$ cat config.mk
export PLATFORM = sky130hd
export DESIGN_NAME = vesg_sweep
export DESIGN_NICKNAME = d
export VERILOG_FILES = /design/src/rtl/vesg_sweep.sv
export SDC_FILE = /design/constraint.sdc
export NUM_CORES = 1
export LEC_CHECK = 0
export BUFFER_PORTS_ARGS = -buffer_cell sky130_fd_sc_hd__buf_2
export CORE_UTILIZATION = 45
export DETAILED_ROUTE_END_ITERATION = 10
export PLACE_DENSITY_LB_ADDON = 0.25
export SYNTH_ARGS = -nofsm -noshare
export SYNTH_HDL_FRONTEND = slang
export SYNTH_SLANG_ARGS = --single-unit
$ cat constraint.sdc
create_clock -name clock -period 2.5 [get_ports clock]
set_input_delay 0.125 -clock clock [delete_from_list [all_inputs] [get_ports clock]]
set_output_delay 0.125 -clock clock [all_outputs]
set_load 0.005 [all_outputs]
$ cat src/rtl/vesg_sweep.sv
`default_nettype none
module vesg_sweep #(
   parameter int ADDR_W = 14
) (
   input  wire logic              clock,
   input  wire logic              reset,
   input  wire logic              start,
   output logic                   busy,
   output logic      [ADDR_W-1:0] addr
);

   logic              busy_ff, busy_in;
   logic [ADDR_W-1:0] addr_ff, addr_in;

   always_comb begin
      busy_in = busy_ff;
      addr_in = addr_ff;
      if (start) begin
         busy_in = 1'b1;
         addr_in = '0;
      end else if (busy_ff) begin
         addr_in = addr_ff + ADDR_W'(1);
         if (addr_ff == {ADDR_W{1'b1}}) begin
            busy_in = 1'b0;
         end
      end
   end

   always_ff @(posedge clock) begin
      if (reset) begin
         busy_ff <= 1'b1;
         addr_ff <= '0;
      end else begin
         busy_ff <= busy_in;
         addr_ff <= addr_in;
      end
   end

   assign busy = busy_ff;
   assign addr = addr_ff;

endmodule
`default_nettype wire

==> results.md <==
- Worst Path Buf+Inv: 0
- Antenna viol nets, final: 0
- CP arrival: ~1.7 ns
- Pre-CTS setup slack: 1.02 ns
- Vias in the first global route: 491
- Rel. slew slack: 74.9%
- Via Count: between 500 and 600
- Clk sink count: 15
- Post-synth ARST share: 0%
- Largest net degree at the start of global routing: 16
- Gate power share: about 2.8%
- Total routed wirelength: 1330 µm
- Drc violations: 0
- EDFF count, synth: 0
- CP cell instances: nand3_1 > nor4_2 > xnor2_1 > nor2_1
- Worst path slowest cell: dfxtp_1
- Fillers: 134
- Final setup vio count: 0
- Routed length per instance: approximately 12 µm
- Placer Congestion: approximately 0.76
- Layout cells sized above 1: 27.4%
- Slowest stage delay, CP: roughly 0.56 ns
- Max Freq: about 670 MHz
- Die X-Extent: 41.1 µm
- First-pass GRT wire length: 2040 µm
- Initial antenna violation count: 0
- Peak VDD IR: 0.292 mV
- CTS H-tree lvls: 1
- Clock network power share: 35.3%
- Fin crit share: approximately three fifths
- Grt total ovfl: 0
- Final Hold Vio Count: 0
- Skew final: ~0.011 ns
- Initial core utilization: 50.4%
- Tmin final: 1.50 ns
- Syn avg cell area: 8.82 µm²
- Diode count: 0
- CTS hold repair buffers: 0
- Synth Warn #: 0
- Top_reg_cell synth: dfxtp_1
- Yosys reg bits: 15
- TritonCTS buffer count: 3
- Synthesized instance count: between 70 and 80
- Total Routing Usage GR: roughly a fifth
- Vias per cell: ~5
- CORE AREA: ~0.0014 mm²
- Net Switching: around 85 µW
- Lkg Pwr: 0.000307 µW
- Clock transition at the registers of the reported paths: 0.09 ns
- Worst min-delay path class: in -> reg
- Clk buf depth: 2
- Critical-path maximum fanout: 10
- Nets: 100
- CP endpoint kind: register
- DIE HEIGHT: 41.1 µm
- Commonest non-fill, non-tap cell in the layout: buf_2
- Distinct cells, synth: 23
- Post-synthesis cell area: 688 µm²
- Row count: 13
- Most frequent cells in the layout: 17 x buf_2, 15 x dfxtp_1, 14 x nor2_1, 6 x xnor2_1, 5 x nand2_1
- Drt first pass iters: 4
- PD cells: 493 mW/mm²
- Post-synthesis sequential area ratio: 43.6%
- Die area: 0.00169 mm²
- Initial DRC Count: 16
- # IOs: 18
- Total negative slack: 0 ns
- Clock latency on the worst-skew pair: 0.28 ns
- CP top delay family: simple AND/OR/NAND/NOR gates
- Switch share: 21.7%
- CP startpoint kind: register
- Critical Path RT: 2.68 ns
- Max Cap Viol: 0
- Cell-internal power: just over 300 µW
- Min setup slack post-route: 1.00 ns
- Post-CTS Resized: 0
- Area grow syn2layout: 15.5%
- Port Buffers: 17
- Crit Path Category: reg -> reg
- Seq pwr share: between 60% and 70%
- CTS tree: done
- CTS root buffer: clkbuf_4
- Buffer count from post-CTS setup fixing: 0
- DPL Wire Length: 925 µm
- Slew Viols, Final: 0
- Outcome: finished, final reports clean
- Syn nets: a little over 80
- RSZ-0062 raised after global routing: false
- Slew @ Worst Pin: 0.376 ns
kinds of logic after synthesis:
logic type | synth area share, %
buf+inv | 5.09
compound gates | 6.00
flops | 43.6
fa+ha+maj | 1.82
xor+xnor | 12.7
mux | 1.45
simple gates | 29.3
flip-flops by register name, indices dropped and copies added, names as in the netlist:
name  count
addr     14
busy      1
per-stage QoR:
step	hold slack [ns]	cell area (µm²)	utilization, %	std cells	total power, µW
3_3_place_gp	0.504	768	56.2	106	259
3_5_place_dp	0.504	768	56.2	106	259
5_1_grt	0.311	795	58.2	110	409
6_report	0.289	795	58.2	110	392
2_1_floorplan	0.416	688	-	78	255
4_1_cts	0.299	795	58.2	110	396
layer usage:
metal / global-route usage [%] / share of wire [%]
met1: 24.8 / 52
met2: 25.8 / 43
met3: 8.15 / 4.3
met4: 9.68 / 1.1
met5: 0 / 0
layout make-up:
type                       instances  area (µm²)  share of cell area [%]
clock buffer                       4        26.3                    3.31
tap                               15        18.8                    2.36
inverter                           3        11.3                    1.42
sequential                        15         300                    37.8
multi-input combinational         56         353                    44.4
timing repair buffer              17        85.1                    10.7
synth_stat cells (all sizes together), types with 2 or more instances:
cell type  number  area, µm²
nand3           4       20.0
nand2           5       18.8
nor4            3       37.5
or3             2       12.5
xor2            4       35.0
inv             3       11.3
clkbuf          2       7.51
nor2           14       52.6
o21ai           2       10.0
nand4           5       37.5
a21oi           3       15.0
dfxtp          15        300
buf             2       16.3
xnor2           6       52.6
nor3            2       10.0
power by group through the flow:
stage	logic, µW	clock network (µW)	registers [µW]
floorplan	7.30	0	248
global placement	11.2	0	248
detailed placement	11.2	0	248
CTS	11.4	142	242
global route	12.9	153	243
finish	11.1	138	242
worst min-delay path, delay by kind of cell:
family,cells,cell delay [ns]
buf+inv,1,0.07
compound gates,1,0.06
simple gates,1,0.27
worst paths after layout:
kind,startpoint,endpoint,slack (ns),cells after the start
worst min register to register,addr[13],busy,0.53,2
worst max register to register,busy,addr[11],1.00,4
worst min-delay path,reset,addr[6],0.29,3
worst max-delay path,busy,addr[11],1.00,4
Power figures use the tool's default switching activity.
